[src/rtl/csv_pkg.sv]
// csv_pkg: shared types and constants for the container stream validator
// word structs, byte classes, error codes, magic bytes and register indices; no dependencies

package csv_pkg;

  localparam int unsigned STAGES_PER_TARGET = 10;
  localparam logic [3:0] STAGE_COUNT = 4'(STAGES_PER_TARGET);

  localparam logic [7:0] MAGIC_BYTES [4] = '{8'h4C, 8'h53, 8'h52, 8'h46};

  localparam logic [1:0] REG_FORMAT_VERSION   = 2'd0;
  localparam logic [1:0] REG_CONTRACT_VERSION = 2'd1;
  localparam logic [1:0] REG_TARGET_LIMIT     = 2'd2;

  typedef enum logic [3:0] {
    CLS_MAGIC    = 4'd0,
    CLS_VERSION  = 4'd1,
    CLS_SRC_LEN  = 4'd2,
    CLS_SRC_DATA = 4'd3,
    CLS_COUNT    = 4'd4,
    CLS_TID      = 4'd5,
    CLS_ST_LEN   = 4'd6,
    CLS_ST_DATA  = 4'd7,
    CLS_IGNORED  = 4'd8
  } byte_class_t;

  typedef enum logic [2:0] {
    ERR_NONE      = 3'd0,
    ERR_MAGIC     = 3'd1,
    ERR_VERSION   = 3'd2,
    ERR_CONTRACT  = 3'd3,
    ERR_COUNT     = 3'd4,
    ERR_TARGET    = 3'd5,
    ERR_TRUNCATED = 3'd6,
    ERR_TRAILING  = 3'd7
  } err_code_t;

  typedef struct packed {
    logic [7:0] data_byte;
    logic       last_byte;
  } item_word_t;

  typedef struct packed {
    logic [3:0] byte_class;
    logic [7:0] byte_out;
    logic [3:0] target_now;
    logic [3:0] stage_now;
    logic [2:0] err_code;
    logic       pack_end;
    logic       pack_valid;
  } result_word_t;

endpackage

[src/rtl/container_stream_validator_core.sv]
// container_stream_validator_core: byte-serial layout checker for packed containers
// depends on csv_pkg for word structs, classes and error codes
//
//  channel  | handshake                 | word
//  ---------+---------------------------+---------------------------------------
//  item     | item_valid / item_stall   | item (data_byte, last_byte)
//  result   | result_valid / result_stall| result (class, byte, target, stage...)
//  cfg      | cfg_valid / cfg_ready     | cfg_index, cfg_data
//
// one byte per cycle while item_stall is low: parse state and the result register update
// at the same edge, so each accepted byte shows its result in the cycle after it is taken
// item_stall rises only while a held result is itself stalled
// rst (synchronous) clears parse state, result_valid and the registers to 1, 1, 3
// cfg_ready is always high; a write lands at once and applies to the next byte

module container_stream_validator_core (
  input  logic                  clk,
  input  logic                  rst,
  input  logic                  item_valid,
  output logic                  item_stall,
  input  csv_pkg::item_word_t   item,
  output logic                  result_valid,
  input  logic                  result_stall,
  output csv_pkg::result_word_t result,
  input  logic                  cfg_valid,
  output logic                  cfg_ready,
  input  logic [1:0]            cfg_index,
  input  logic [31:0]           cfg_data
);
  import csv_pkg::*;

  typedef enum logic [3:0] {
    PH_MAGIC, PH_VERSION, PH_CONTRACT, PH_SRCLEN, PH_SRCDATA, PH_COUNT,
    PH_TID, PH_STLEN, PH_STDATA, PH_DONE, PH_ERROR
  } phase_t;

  logic [31:0] format_version;
  logic [31:0] contract_version;
  logic [3:0]  target_limit;

  phase_t      phase, phase_next;
  logic [1:0]  byte_in_word, byte_in_word_next;
  logic [31:0] word_gather, word_gather_next;
  logic [31:0] blob_remaining, blob_remaining_next;
  logic [3:0]  targets_remaining, targets_remaining_next;
  logic [3:0]  current_target, current_target_next;
  logic [3:0]  current_stage, current_stage_next;
  logic [2:0]  sticky_error, sticky_error_next;

  result_word_t result_next;
  logic         accept;

  assign item_stall = result_valid & result_stall;
  assign accept     = item_valid & ~item_stall;
  assign cfg_ready  = 1'b1;

  always_comb begin
    logic [7:0]  b;
    logic        word_phase;
    logic        word_done;
    logic [31:0] w;
    logic [31:0] blob_dec;
    logic [3:0]  stage_inc;
    logic [3:0]  tnow, snow;
    byte_class_t cls;
    logic [2:0]  fail_code;
    logic        do_fail;

    b          = item.data_byte;
    word_phase = (phase == PH_VERSION) || (phase == PH_CONTRACT) ||
                 (phase == PH_SRCLEN) || (phase == PH_COUNT) ||
                 (phase == PH_TID) || (phase == PH_STLEN);
    w          = word_gather | ({24'b0, b} << {byte_in_word, 3'b000});
    word_done  = word_phase && (byte_in_word == 2'd3);
    blob_dec   = blob_remaining - 32'd1;
    stage_inc  = current_stage + 4'd1;
    tnow       = '0;
    snow       = '0;
    cls        = CLS_IGNORED;
    fail_code  = ERR_NONE;
    do_fail    = 1'b0;

    phase_next             = phase;
    byte_in_word_next      = byte_in_word;
    word_gather_next       = word_gather;
    blob_remaining_next    = blob_remaining;
    targets_remaining_next = targets_remaining;
    current_target_next    = current_target;
    current_stage_next     = current_stage;
    sticky_error_next      = sticky_error;

    if (word_phase) begin
      if (word_done) begin
        word_gather_next  = '0;
        byte_in_word_next = '0;
      end else begin
        word_gather_next  = w;
        byte_in_word_next = byte_in_word + 2'd1;
      end
    end

    unique case (phase)
      PH_MAGIC: begin
        cls = CLS_MAGIC;
        if (b != MAGIC_BYTES[byte_in_word]) begin
          byte_in_word_next = '0;
          do_fail   = 1'b1;
          fail_code = ERR_MAGIC;
        end else if (byte_in_word == 2'd3) begin
          byte_in_word_next = '0;
          phase_next = PH_VERSION;
        end else begin
          byte_in_word_next = byte_in_word + 2'd1;
        end
      end
      PH_VERSION: begin
        cls = CLS_VERSION;
        if (word_done) begin
          if (w != format_version) begin
            do_fail   = 1'b1;
            fail_code = ERR_VERSION;
          end else begin
            phase_next = PH_CONTRACT;
          end
        end
      end
      PH_CONTRACT: begin
        cls = CLS_VERSION;
        if (word_done) begin
          if (w != contract_version) begin
            do_fail   = 1'b1;
            fail_code = ERR_CONTRACT;
          end else begin
            phase_next = PH_SRCLEN;
          end
        end
      end
      PH_SRCLEN: begin
        cls = CLS_SRC_LEN;
        if (word_done) begin
          blob_remaining_next = w;
          phase_next = (w == '0) ? PH_COUNT : PH_SRCDATA;
        end
      end
      PH_SRCDATA: begin
        cls = CLS_SRC_DATA;
        blob_remaining_next = blob_dec;
        if (blob_dec == '0) begin
          phase_next = PH_COUNT;
        end
      end
      PH_COUNT: begin
        cls = CLS_COUNT;
        if (word_done) begin
          if (w > {28'b0, target_limit}) begin
            do_fail   = 1'b1;
            fail_code = ERR_COUNT;
          end else begin
            targets_remaining_next = w[3:0];
            phase_next = (w == '0) ? PH_DONE : PH_TID;
          end
        end
      end
      PH_TID: begin
        cls = CLS_TID;
        if (word_done) begin
          if (w >= {28'b0, target_limit}) begin
            do_fail   = 1'b1;
            fail_code = ERR_TARGET;
          end else begin
            current_target_next = w[3:0];
            current_stage_next  = '0;
            phase_next = PH_STLEN;
          end
        end
      end
      PH_STLEN, PH_STDATA: begin
        tnow = current_target;
        snow = current_stage;
        if (phase == PH_STLEN) begin
          cls = CLS_ST_LEN;
          if (word_done) begin
            blob_remaining_next = w;
          end
        end else begin
          cls = CLS_ST_DATA;
          blob_remaining_next = blob_dec;
        end
        if (phase == PH_STLEN && word_done && w != '0) begin
          phase_next = PH_STDATA;
        end else if ((phase == PH_STLEN && word_done) ||
                     (phase == PH_STDATA && blob_dec == '0)) begin
          // stage blob finished
          if (stage_inc >= STAGE_COUNT) begin
            current_stage_next     = '0;
            targets_remaining_next = targets_remaining - 4'd1;
            phase_next = (targets_remaining == 4'd1) ? PH_DONE : PH_TID;
          end else begin
            current_stage_next = stage_inc;
            phase_next = PH_STLEN;
          end
        end
      end
      PH_DONE: begin
        cls       = CLS_IGNORED;
        do_fail   = 1'b1;
        fail_code = ERR_TRAILING;
      end
      default: begin
        cls = CLS_IGNORED;
      end
    endcase

    if (do_fail) begin
      if (sticky_error == ERR_NONE) begin
        sticky_error_next = fail_code;
      end
      phase_next = PH_ERROR;
    end

    if (item.last_byte && sticky_error_next == ERR_NONE && phase_next != PH_DONE) begin
      sticky_error_next = ERR_TRUNCATED;
      phase_next = PH_ERROR;
    end

    result_next.byte_class = cls;
    result_next.byte_out   = b;
    result_next.target_now = tnow;
    result_next.stage_now  = snow;
    result_next.err_code   = sticky_error_next;
    result_next.pack_end   = item.last_byte;
    result_next.pack_valid = item.last_byte && (sticky_error_next == ERR_NONE);

    if (item.last_byte) begin
      phase_next             = PH_MAGIC;
      byte_in_word_next      = '0;
      word_gather_next       = '0;
      blob_remaining_next    = '0;
      targets_remaining_next = '0;
      current_target_next    = '0;
      current_stage_next     = '0;
      sticky_error_next      = ERR_NONE;
    end
  end

  always_ff @(posedge clk) begin
    if (rst) begin
      format_version    <= 32'd1;
      contract_version  <= 32'd1;
      target_limit      <= 4'd3;
      phase             <= PH_MAGIC;
      byte_in_word      <= '0;
      word_gather       <= '0;
      blob_remaining    <= '0;
      targets_remaining <= '0;
      current_target    <= '0;
      current_stage     <= '0;
      sticky_error      <= ERR_NONE;
      result_valid      <= 1'b0;
    end else begin
      if (cfg_valid && cfg_ready) begin
        unique case (cfg_index)
          REG_FORMAT_VERSION:   format_version   <= cfg_data;
          REG_CONTRACT_VERSION: contract_version <= cfg_data;
          REG_TARGET_LIMIT:     target_limit     <= cfg_data[3:0];
          default: ;
        endcase
      end
      if (accept) begin
        phase             <= phase_next;
        byte_in_word      <= byte_in_word_next;
        word_gather       <= word_gather_next;
        blob_remaining    <= blob_remaining_next;
        targets_remaining <= targets_remaining_next;
        current_target    <= current_target_next;
        current_stage     <= current_stage_next;
        sticky_error      <= sticky_error_next;
        result_valid      <= 1'b1;
      end else if (!result_stall) begin
        result_valid <= 1'b0;
      end
    end
  end

  always_ff @(posedge clk) begin
    if (accept) begin
      result <= result_next;
    end
  end

endmodule
[config.mk]
export PLATFORM = sky130hd
export DESIGN_NAME = container_stream_validator_core
export DESIGN_NICKNAME = d
export VERILOG_FILES = /design/src/rtl/csv_pkg.sv /design/src/rtl/container_stream_validator_core.sv
export SDC_FILE = /design/constraint.sdc
export NUM_CORES = 1
export LEC_CHECK = 0
export BUFFER_PORTS_ARGS = -buffer_cell sky130_fd_sc_hd__buf_2
export CORE_AREA = 4 4 210 212
export DETAILED_ROUTE_END_ITERATION = 10
export DIE_AREA = 0 0 214 216
export PLACE_DENSITY_LB_ADDON = 0.12
export SLEW_MARGIN = 20
export SYNTH_ARGS = -nofsm -noshare
export SYNTH_HDL_FRONTEND = slang
export SYNTH_SLANG_ARGS = --single-unit
[constraint.sdc]
create_clock -name clk -period 5 [get_ports clk]
set_input_delay 0.5 -clock clk [delete_from_list [all_inputs] [get_ports clk]]
set_output_delay 0.5 -clock clk [all_outputs]
set_load 0.02 [all_outputs]
After elaboration in Yosys (flattened, before gate mapping)
Cells that the tools add are included.
{ "classes": {"addsub": 4, "order_cmp": 4, "n_eq_ne": 26, "n_shift": 1, "mux": 84, "bitwise": 5, "n_reduce_logical": 39} }
{ "op_table": {"columns": ["op", "count"], "rows": [
  ["32-bit two-way mux", 6],
  ["4-bit two-way mux", 36],
  ["32-bit case mux with 3 select lines", 1],
  ["32-bit logical NOT", 2],
  ["32-bit != test", 2],
  ["32-bit by 4-bit greater-or-equal comparator with 1-bit output", 1],
  ["32-bit by 4-bit greater-than comparator with 1-bit output", 1],
  ["32-bit bitwise OR", 1],
  ["4-bit case mux with 8 select lines", 1],
  ["32-bit nonzero test", 1],
  ["8-bit by 5-bit left shift with 32-bit output", 1],
  ["32-bit by 1-bit subtractor with 32-bit output, second input constant", 1],
  ["4-bit case mux with 7 select lines", 1],
  ["3-bit two-way mux", 8],
  ["2-bit two-way mux", 10],
  ["3-bit case mux with 6 select lines", 1],
  ["8-bit binary-select mux with 2-bit select", 1],
  ["4-bit by 3-bit == test with 1-bit output, second input constant", 4],
  ["8-bit two-way mux", 2],
  ["4-bit case mux with 2 select lines", 2],
  ["3-bit != test, second input constant", 5],
  ["1-bit two-way mux", 14],
  ["2-bit AND reduction", 6],
  ["3-bit logical NOT", 3],
  ["30 further kinds", 52]
]} }
{ "totals": {"ff_bits": 179, "inputBits": 48} }

Logic depth before layout (Yosys ltp)
Gate-level depths: netlist (run 1).
{ "depth": {"depth_word": 18, "mapped_depth": 15, "depth_no_buf": 14} }

Worst setup path before layout (run 1)
No wires, ideal clock.
{ "synth_timing": {"path_type": "reg2reg", "startpoint": "reg blob_remaining[1]", "endpoint": "reg result[4] (netlist name) (data pin)", "t_arrival_ns": 3.328, "t_required_ns": 4.738, "slack_ns": 1.409, "stages_incl_launch_ff": 13, "period_less_slack_ns": 3.591, "path_cell_list": "dfxtp_1 > inv_1 > ha_1 > or3b_4 > nor3_1 > nand4_1 > xnor2_1 > or4b_4 > nor3_4 > o2111a_1 > o211ai_1 > o31ai_1 > nand2_1"} }
{ "synth_lines": {"columns": ["item", "line_no", "source"], "rows": [
  ["start: declaration", "container_stream_validator_core.sv:44", "logic [31:0] blob_remaining, blob_remaining_next;"],
  ["start signal: assignment", "container_stream_validator_core.sv:273", "blob_remaining <= blob_remaining_next;"],
  ["end signal: assignment", "container_stream_validator_core.sv:287", "result <= result_next;"],
  ["end: declaration", "container_stream_validator_core.sv:24", "output csv_pkg::result_word_t result,"]
]} }

==> results.ini, run 1 <==
[outcome]
outcome=complete, no violations

[yosys]
ys_types=84
yosysTopAreaCell=dfxtp_1
ys_async_sr_fraction=0
synth.top_cell.area_share=0.308
ys_ff_latch=179
synthCells=1302
synth_area_mm2=0.0100
syn_area_per_cell_um2=7.70
synth_edf_count=25
synth.area.top_cells=dfxtp_1 31%, a21oi_1 9.5%, nand2_1 8.3%
synth_most_common_cell=nand2_1
ys.flop_type=dfxtp_1
synth_common_cells=221 x nand2_1, 190 x a21oi_1, 154 x dfxtp_1
ys_warn_count=0
synth_nets=1364
yosysSeqAreaShare=0.383

[sta]
period_share=0.894
worst_slack_ns=0.531
grt_setup_unrepaired=no
setup_violations=0
slew_viol_final=0
relSlewSlack=0.259
finClkSkew_ns=0.0230
fmax_mhz=224
worst_pin_slew_ns=1.11
setup_tns_ns=0
fin_crit_ns=4.47
hold_viol_final=0

[drt]
drtIter0Drc=795
vias_per_cell=5.19
drc_errors=0
vias=9836
firstDrtPassIters=6
avgRoutedWirePerCell_um=21.7
drt.antenna.violating_nets=0
routed_wl_um=41100

[global_routing]
grt_max_degree=60
grt_util_all_layers=0.175
first_global_vias=9410
grt.overflow.total=0
antenna_found_initial=0
grt_pass1_wl_um=62100

[critical_path]
startpoint=byte_in_word[0]
cp.arrival_ns=4.67
path_class=flip-flop to flip-flop
start_kind=flip-flop
cp.required_ns=5.21
r2r_slack_ns=0.53
crit_fanout=16
r2r_end=result[4]
worst-r2r-cell-count=11
end_kind=flip-flop
reg2reg_from=byte_in_word[0]

[floorplanning]
floorplan.initialDensity=0.239
die_h_um=216
die_area_mm2=0.0462
io_pins=76
rows=75
die_w_um=214
core_region_area_mm2=0.0419

[placed_design]
postPlaceCellArea_mm2=0.0110
gp_congestion=0.926
place_ws_ns=0.623
portBuffers=74
hpwl_um=29800

[clock_tree]
cts_setup_buffers=0
cts_buffers=17
cts_root_buf=clkbuf_16
clock_sinks=179
cts_tree=yes
worstSkewPairLatency_ns=0.47
cts_buffer_depth=2
htree_num_levels=4
hold_buffers=0
cts_resized=0
path_clk_slew_ns=0.08

[power]
p_leak_nw=4.16
p_per_area_mw_per_mm2=293
vdd_drop_max_mv=0.189

[worst_hold_path]
min_to=result_valid
hold_path.startpoint=item_valid
whs_path_depth=3
hp-class=input pin to flip-flop

[finish]
area_delta_synth_final_pct=15.4
multi_input_area_mm2=0.00574
regArea_mm2=0.00383
drive_above_1_share=0.129
final_cell_area_mm2=0.0116
nets=1406
diodes=0
fillers=4568

[job]
drv_cap=0

## cells in the final DEF (no fill, tap or decap), drive strengths merged, types with 28 or more instances in the layout
| master | Yosys | routed |
|---|---|---|
| o21ai | 45 | 45 |
| nor3 | 28 | 28 |
| nor2 | 135 | 135 |
| xnor2 | 39 | 39 |
| inv | 30 | 37 |
| nor4 | 28 | 28 |
| buf | 13 | 104 |
| nand2 | 221 | 221 |
| dfxtp | 154 | 154 |
| a21oi | 190 | 190 |
## stage by stage
| stage | util | hold WS, ns | power (mW) | instances |
|---|---|---|---|---|
| 6_report | 0.276 | 0.266 | 3.38 | 1896 |
| 5_1_grt | 0.276 | 0.263 | 3.53 | 1896 |
| 4_1_cts | 0.276 | 0.244 | 3.43 | 1896 |
| 3_5_place_dp | 0.261 | 0.462 | 1.99 | 1864 |
| 3_3_place_gp | 0.261 | 0.458 | 1.99 | 1864 |
| 2_1_floorplan | - | 0.442 | 1.81 | 1302 |
## state kept, by name, indices dropped and copies added, names as in the netlist
| register | flops |
|---|---|
| byte_in_word | 2 |
| result | 25 |
| target_limit | 4 |
| phase | 4 |
| contract_version | 32 |
| result_valid | 1 |
| current_stage | 4 |
| sticky_error | 3 |
| word_gather | 32 |
| current_target | 4 |
| targets_remaining | 4 |
| format_version | 32 |
| blob_remaining | 32 |
## critical path, stage by stage, from the launching register on
cell	delay, ns
dfxtp_1	0.71
nor2b_1	0.76
a31oi_1	0.19
a2111oi_0	0.63
nand4_1	0.19
nor4_1	0.54
buf_4	0.24
o21ai_0	0.08
o221ai_1	0.25
o211ai_1	0.17
o31ai_1	0.35
nand2_1	0.10
## worst max-delay path by stage
| stage | endpoint | slack, ns | depth (start not counted) |
|---|---|---|---|
| detailed placement | result[4] | 0.62 | 11 |
| global placement | result[3] | 0.77 | 10 |
| floorplan | result[4] | 1.41 | 12 |
| CTS | result[4] | 0.59 | 11 |
| finish | result[4] | 0.53 | 11 |
| global route | result[4] | 0.19 | 12 |
## cell families after synthesis
logic type,synth area share
adder cells (fa/ha/maj),0.0175
other,0.000374
flip-flops,0.383
AND/OR/NAND/NOR,0.272
XOR/XNOR,0.0498
buffers and inverters,0.0471
multiplexers,0.00699
AO/OA/AOI/OAI,0.223
## power by group
part | leakage, nW | internal (mW) | switching, mW
Combinational | 2.37 | 0.135 | 0.285
Clock | 0.296 | 0.770 | 0.658
Sequential | 1.50 | 1.50 | 0.0385
Total | 4.16 | 2.40 | 0.981
## final cells by class
cell class	instances	area share
multi-input combinational	1011	0.496
sequential	179	0.332
tap	539	0.0583
timing repair buffer	104	0.0517
clock buffer	21	0.0426
inverter	31	0.0101
clock inverter	11	0.00952
## metal layers
metal	routed length, µm	vias up	global-route usage
met3	1850	58	0.0354
met1	19900	4774	0.244
met4	836	0	0.0478
met5	0	-	0
li1	-	4735	-
met2	18500	269	0.276
No activity file was read; power rests on OpenSTA's default activity.
==> inputs of run 2 (changes only) <==
Settings changed: CORE_AREA 4 4 210 212 to 4 4 250 178, DIE_AREA 0 0 214 216 to 0 0 254 182, TNS_END_PERCENT from default to 20.
==> run 2 against run 1 <==
Against the previous run: critical path depth rose by 2; power up 2.2%; hold slack lost 0.0040 ns.
==> results.ini, run 2 (synthesized netlist as in run 1, its figures left out) <==
[outcome]
outcome=complete, no violations

[sta]
slew_viol_final=0
setup_violations=0
relSlewSlack=0.270
fin_crit_ns=4.32
setup_tns_ns=0
holdWs_ns=0.262
finClkSkew_ns=0.0131
period_share=0.864
hold_viol_final=0
grt_setup_unrepaired=no
fmax_mhz=231
worst_pin_slew_ns=1.09

[global_routing]
grt_max_degree=81
grt_util_all_layers=0.174
grt_pass1_wl_um=61200
antenna_found_initial=0
grt.overflow.total=0
first_global_vias=9325

[drt]
avgRoutedWirePerCell_um=21.3
drtIter0Drc=955
vias=9835
routed_wl_um=40700
firstDrtPassIters=5
drc_errors=0
vias_per_cell=5.15
drt.antenna.violating_nets=0

[power]
intPower_mw=2.50
comb_power_share=0.123
power_switching_share=0.278
clockPowerShare=0.434
p_seq_frac=0.444
p_per_area_mw_per_mm2=298
switchingPower_mw=0.962
p_leak_nw=4.18
vdd_drop_max_mv=0.257

[clock_tree]
cts_setup_buffers=0
clock_sinks=179
cts_tree=yes
path_clk_slew_ns=0.08
hold_buffers=0
htree_num_levels=4
cts_resized=0
cts_buffers=17
cts_root_buf=clkbuf_16
worstSkewPairLatency_ns=0.46
cts_buffer_depth=2

[job]
drv_cap=0

[floorplanning]
io_pins=76
die_h_um=182
rows=63
die_area_mm2=0.0462
die_w_um=254
core_region_area_mm2=0.0421
floorplan.initialDensity=0.238

[critical_path]
crit_path_cell_trace=buf_4, nor2b_1, buf_4, a221oi_1, a2111oi_0, nand4_1, nor4_1, buf_4, o21ai_0, o221ai_1, o211ai_1, o31ai_1, nand2_1
cp_common_cell=buf_4
path_class=flip-flop to flip-flop
cp_num_buf_inv=3
start_kind=flip-flop
cpPeakStageDelay_ns=0.72
cp.required_ns=5.21
slowest_stage=a2111oi_0
path_delay_family=compound AO/OA/AOI/OAI gates
crit_fanout=17
cp.arrival_ns=4.53
end_kind=flip-flop

[finish]
nets=1408
layout_common_cells=221 x nand2_1, 189 x a21oi_1, 154 x dfxtp_1, 134 x nor2_1, 73 x buf_2
final_common_cell=nand2_1
fin_util=0.276
area_delta_synth_final_pct=15.9
instances_no_fill=1911
drive_above_1_share=0.128
diodes=0

[placed_design]
hpwl_um=29100
portBuffers=74
dp.cells=1879
gp_congestion=0.864

[worst_hold_path]
hp-class=input pin to flip-flop

## run 2: cell types whose count changed in the layout (fill, tap and decap cells not counted)
cell       before  now
clkinv_2        1    2
clkinv_4        1    2
clkbuf_8        1    2
clkbuf_1        1    4
clkbuf_16      19   17
inv_4           1    0
buf_4          31   33
inv_6           6    0
bufinv_16       1    4
## run 2: final timing paths
check	startpoint	to	slack (ns)	depth (start not counted)
worst min register to register	format_version[25]	format_version[25]	0.47	2
worst min-delay path	item_valid	result_valid	0.26	3
worst max-delay path	byte_in_word[1]	result[4]	0.68	13
worst max register to register	byte_in_word[1]	result[4]	0.68	13
## run 2: cell type report
cell class	count	area (µm²)
Multi-Input combinational cell	1011	5740
Clock inverter	9	155
Clock buffer	23	468
Inverter	31	116
Tap cell	552	691
Sequential cell	179	3830
Timing Repair Buffer	106	613
Fill cell	4645	30500
## run 2: tightest hold or removal path, cell delays in order
cell	delay, ns
buf_2	0.09
nor2_1	0.04
nor2_1	0.06
## run 2: power by group through the flow
| stage | registers (mW) | logic [mW] | clock network [mW] |
|---|---|---|---|
| final | 1.53 | 0.425 | 1.50 |
| after global routing | 1.54 | 0.467 | 1.60 |
| after CTS | 1.53 | 0.425 | 1.55 |
| after detailed placement | 1.57 | 0.423 | 0 |
| after global placement | 1.57 | 0.426 | 0 |
| after floorplan | 1.57 | 0.243 | 0 |
## run 2: per-stage QoR
stage / area [µm²] / power [mW] / worst slack (ns)
floorplan: 10000 / 1.81 / 1.41
global placement: 11000 / 1.99 / 0.639
detailed placement: 11000 / 1.99 / 0.810
CTS: 11600 / 3.51 / 0.797
global route: 11600 / 3.60 / 0.477
finish: 11600 / 3.46 / 0.678
## run 2: layer usage
metal  track usage  share of wire  vias up
met5             0              0        -
met4        0.0329          0.012        0
met3        0.0392          0.058       36
met2         0.240           0.40      289
met1         0.274           0.53     4780
li1              -              -     4730
==> inputs of run 3 (changes only) <==
Settings changed: SKIP_CTS_REPAIR_TIMING from default to 1.
Clock period 5 ns to 4.4 ns, I/O delays scaled along.
==> run 3 against run 2 <==
Against the previous run: via count increased by 0.25%; first-iteration DRC count shrank 20%; clock power increased by 5%; largest power group unchanged; clock-buffer cell count shrank 3; sequential power is 14% higher; maximum frequency rose by 4.1%; critical path depth grew 1; cell area rose by 1.2%; clock skew down 0.0049 ns.
==> results.ini, run 3 (synthesized netlist as in run 1, its figures left out) <==
[critical_path]
cpPeakStageDelay_ns=0.55
slowest_stage=or4b_4
crit_fanout=7
cp_num_buf_inv=3
cp.arrival_ns=4.36
path_delay_family=simple AND/OR/NAND/NOR gates
path_class=flip-flop to flip-flop
crit_path_cell_trace=inv_1, ha_1, or3b_4, nor4_4, nand4b_1, o2bb2ai_1, or4b_4, nor3_4, buf_4, o211a_1, a211oi_1, buf_4, o31ai_1, nand2_1
end_kind=flip-flop
start_kind=flip-flop
cp.required_ns=4.60
cp_common_cell=buf_4

[global_routing]
grt_pass1_wl_um=60300
grt_util_all_layers=0.173
grt.overflow.total=0
first_global_vias=9157
grt_max_degree=67
antenna_found_initial=0

[sta]
worst_pin_slew_ns=1.05
fin_crit_ns=4.15
grt_setup_unrepaired=no
setup_tns_ns=0
finClkSkew_ns=0.00816
period_share=0.944
relSlewSlack=0.295
setup_violations=0
worst_slack_ns=0.249
hold_viol_final=0
fmax_mhz=241
slew_viol_final=0

[placed_design]
portBuffers=74
place_ws_ns=0.310
gp_congestion=0.878
hpwl_um=29200

[clock_tree]
worstSkewPairLatency_ns=0.46
htree_num_levels=4
cts_root_buf=clkbuf_16
path_clk_slew_ns=0.07
cts_buffers=17
cts_buffer_depth=2
clock_sinks=179
cts_tree=yes

[floorplanning]
die_w_um=254
core_region_area_mm2=0.0421
die_area_mm2=0.0462
die_h_um=182
rows=63
io_pins=76
floorplan.initialDensity=0.238

[finish]
layout_common_cells=221 x nand2_1, 189 x a21oi_1, 154 x dfxtp_1, 134 x nor2_1, 73 x buf_2
final_common_cell=nand2_1
diodes=0
drive_above_1_share=0.145
multi_input_area_mm2=0.00574
fillers=4685
nets=1432
area_delta_synth_final_pct=17.3
regArea_mm2=0.00383

[power]
vdd_drop_max_mv=0.289
switchingPower_mw=1.10
power_mw=3.81
intPower_mw=2.72
p_leak_nw=4.27
power_switching_share=0.287
p_seq_frac=0.458
clockPowerShare=0.414
p_per_area_mw_per_mm2=324
comb_power_share=0.128

[job]
drv_cap=0

[drt]
drc_errors=0
avgRoutedWirePerCell_um=20.7
wl_met1_um=21000
vias_per_cell=5.10
wl_met3_um=2880
met2_wirelength_um=15500
vias=9860
routed_wl_um=40000
drtIter0Drc=765
firstDrtPassIters=7
highest_layer=met4
drt.antenna.violating_nets=0

[outcome]
outcome=complete, no violations

[worst_hold_path]
hp-class=input pin to flip-flop

==> run 3: changes by cell type in the layout (fill, tap and decap cells not counted), sizes merged <==
cell      delta
bufinv       -2
inv          +2
clkbuf       -3
buf         +24
clkinvlp     +2
==> run 3: path summary, 6_finish.rpt <==
kind / startpoint / end / slack (ns) / depth (start not counted)
max: blob_remaining[1] / result[3] / 0.25 / 14
min: item_valid / result_valid / 0.21 / 3
max reg2reg: blob_remaining[1] / result[3] / 0.25 / 14
min reg2reg: format_version[17] / format_version[17] / 0.47 / 2
==> run 3: layer usage <==
layer	track usage	vias to the layer above
met4	0.0406	0
li1	-	4780
met2	0.226	306
met5	0	-
met1	0.274	4735
met3	0.0451	39
==> run 3: through the flow <==
| stage | hold slack, ns | cell area (µm²) | utilization | cells |
|---|---|---|---|---|
| floorplan | 0.442 | 10000 | - | 1302 |
| global placement | 0.453 | 11200 | 0.265 | 1901 |
| finish | 0.213 | 11800 | 0.279 | 1934 |
| CTS | 0.190 | 11700 | 0.279 | 1932 |
| detailed placement | 0.462 | 11200 | 0.265 | 1901 |
| global route | 0.210 | 11800 | 0.279 | 1934 |
==> run 3: worst register-to-register path, cell delays in order (launching register included) <==
cell and delay, ns:
dfxtp_1 0.36, inv_1 0.10, ha_1 0.29, or3b_4 0.45, nor4_4 0.38, nand4b_1 0.29, o2bb2ai_1 0.21, or4b_4 0.55
nor3_4 0.31, buf_4 0.18, o211a_1 0.13, a211oi_1 0.07, buf_4 0.16, o31ai_1 0.33, nand2_1 0.09
==> run 3: cell type report <==
cell class,count,share of cell area
Clock inverter,11,0.0110
Sequential cell,179,0.326
Inverter,31,0.00990
Tap cell,552,0.0588
Clock buffer,20,0.0380
Timing Repair Buffer,130,0.0675
Multi-Input combinational cell,1011,0.489
==> run 3: power groups by stage <==
| stage | Combinational, mW | Sequential, mW | Clock [mW] |
|---|---|---|---|
| floorplan | 0.277 | 1.78 | 0 |
| CTS | 0.490 | 1.74 | 1.64 |
| finish | 0.489 | 1.74 | 1.58 |
| detailed placement | 0.488 | 1.78 | 0 |
| global placement | 0.494 | 1.78 | 0 |
| global route | 0.540 | 1.75 | 1.69 |
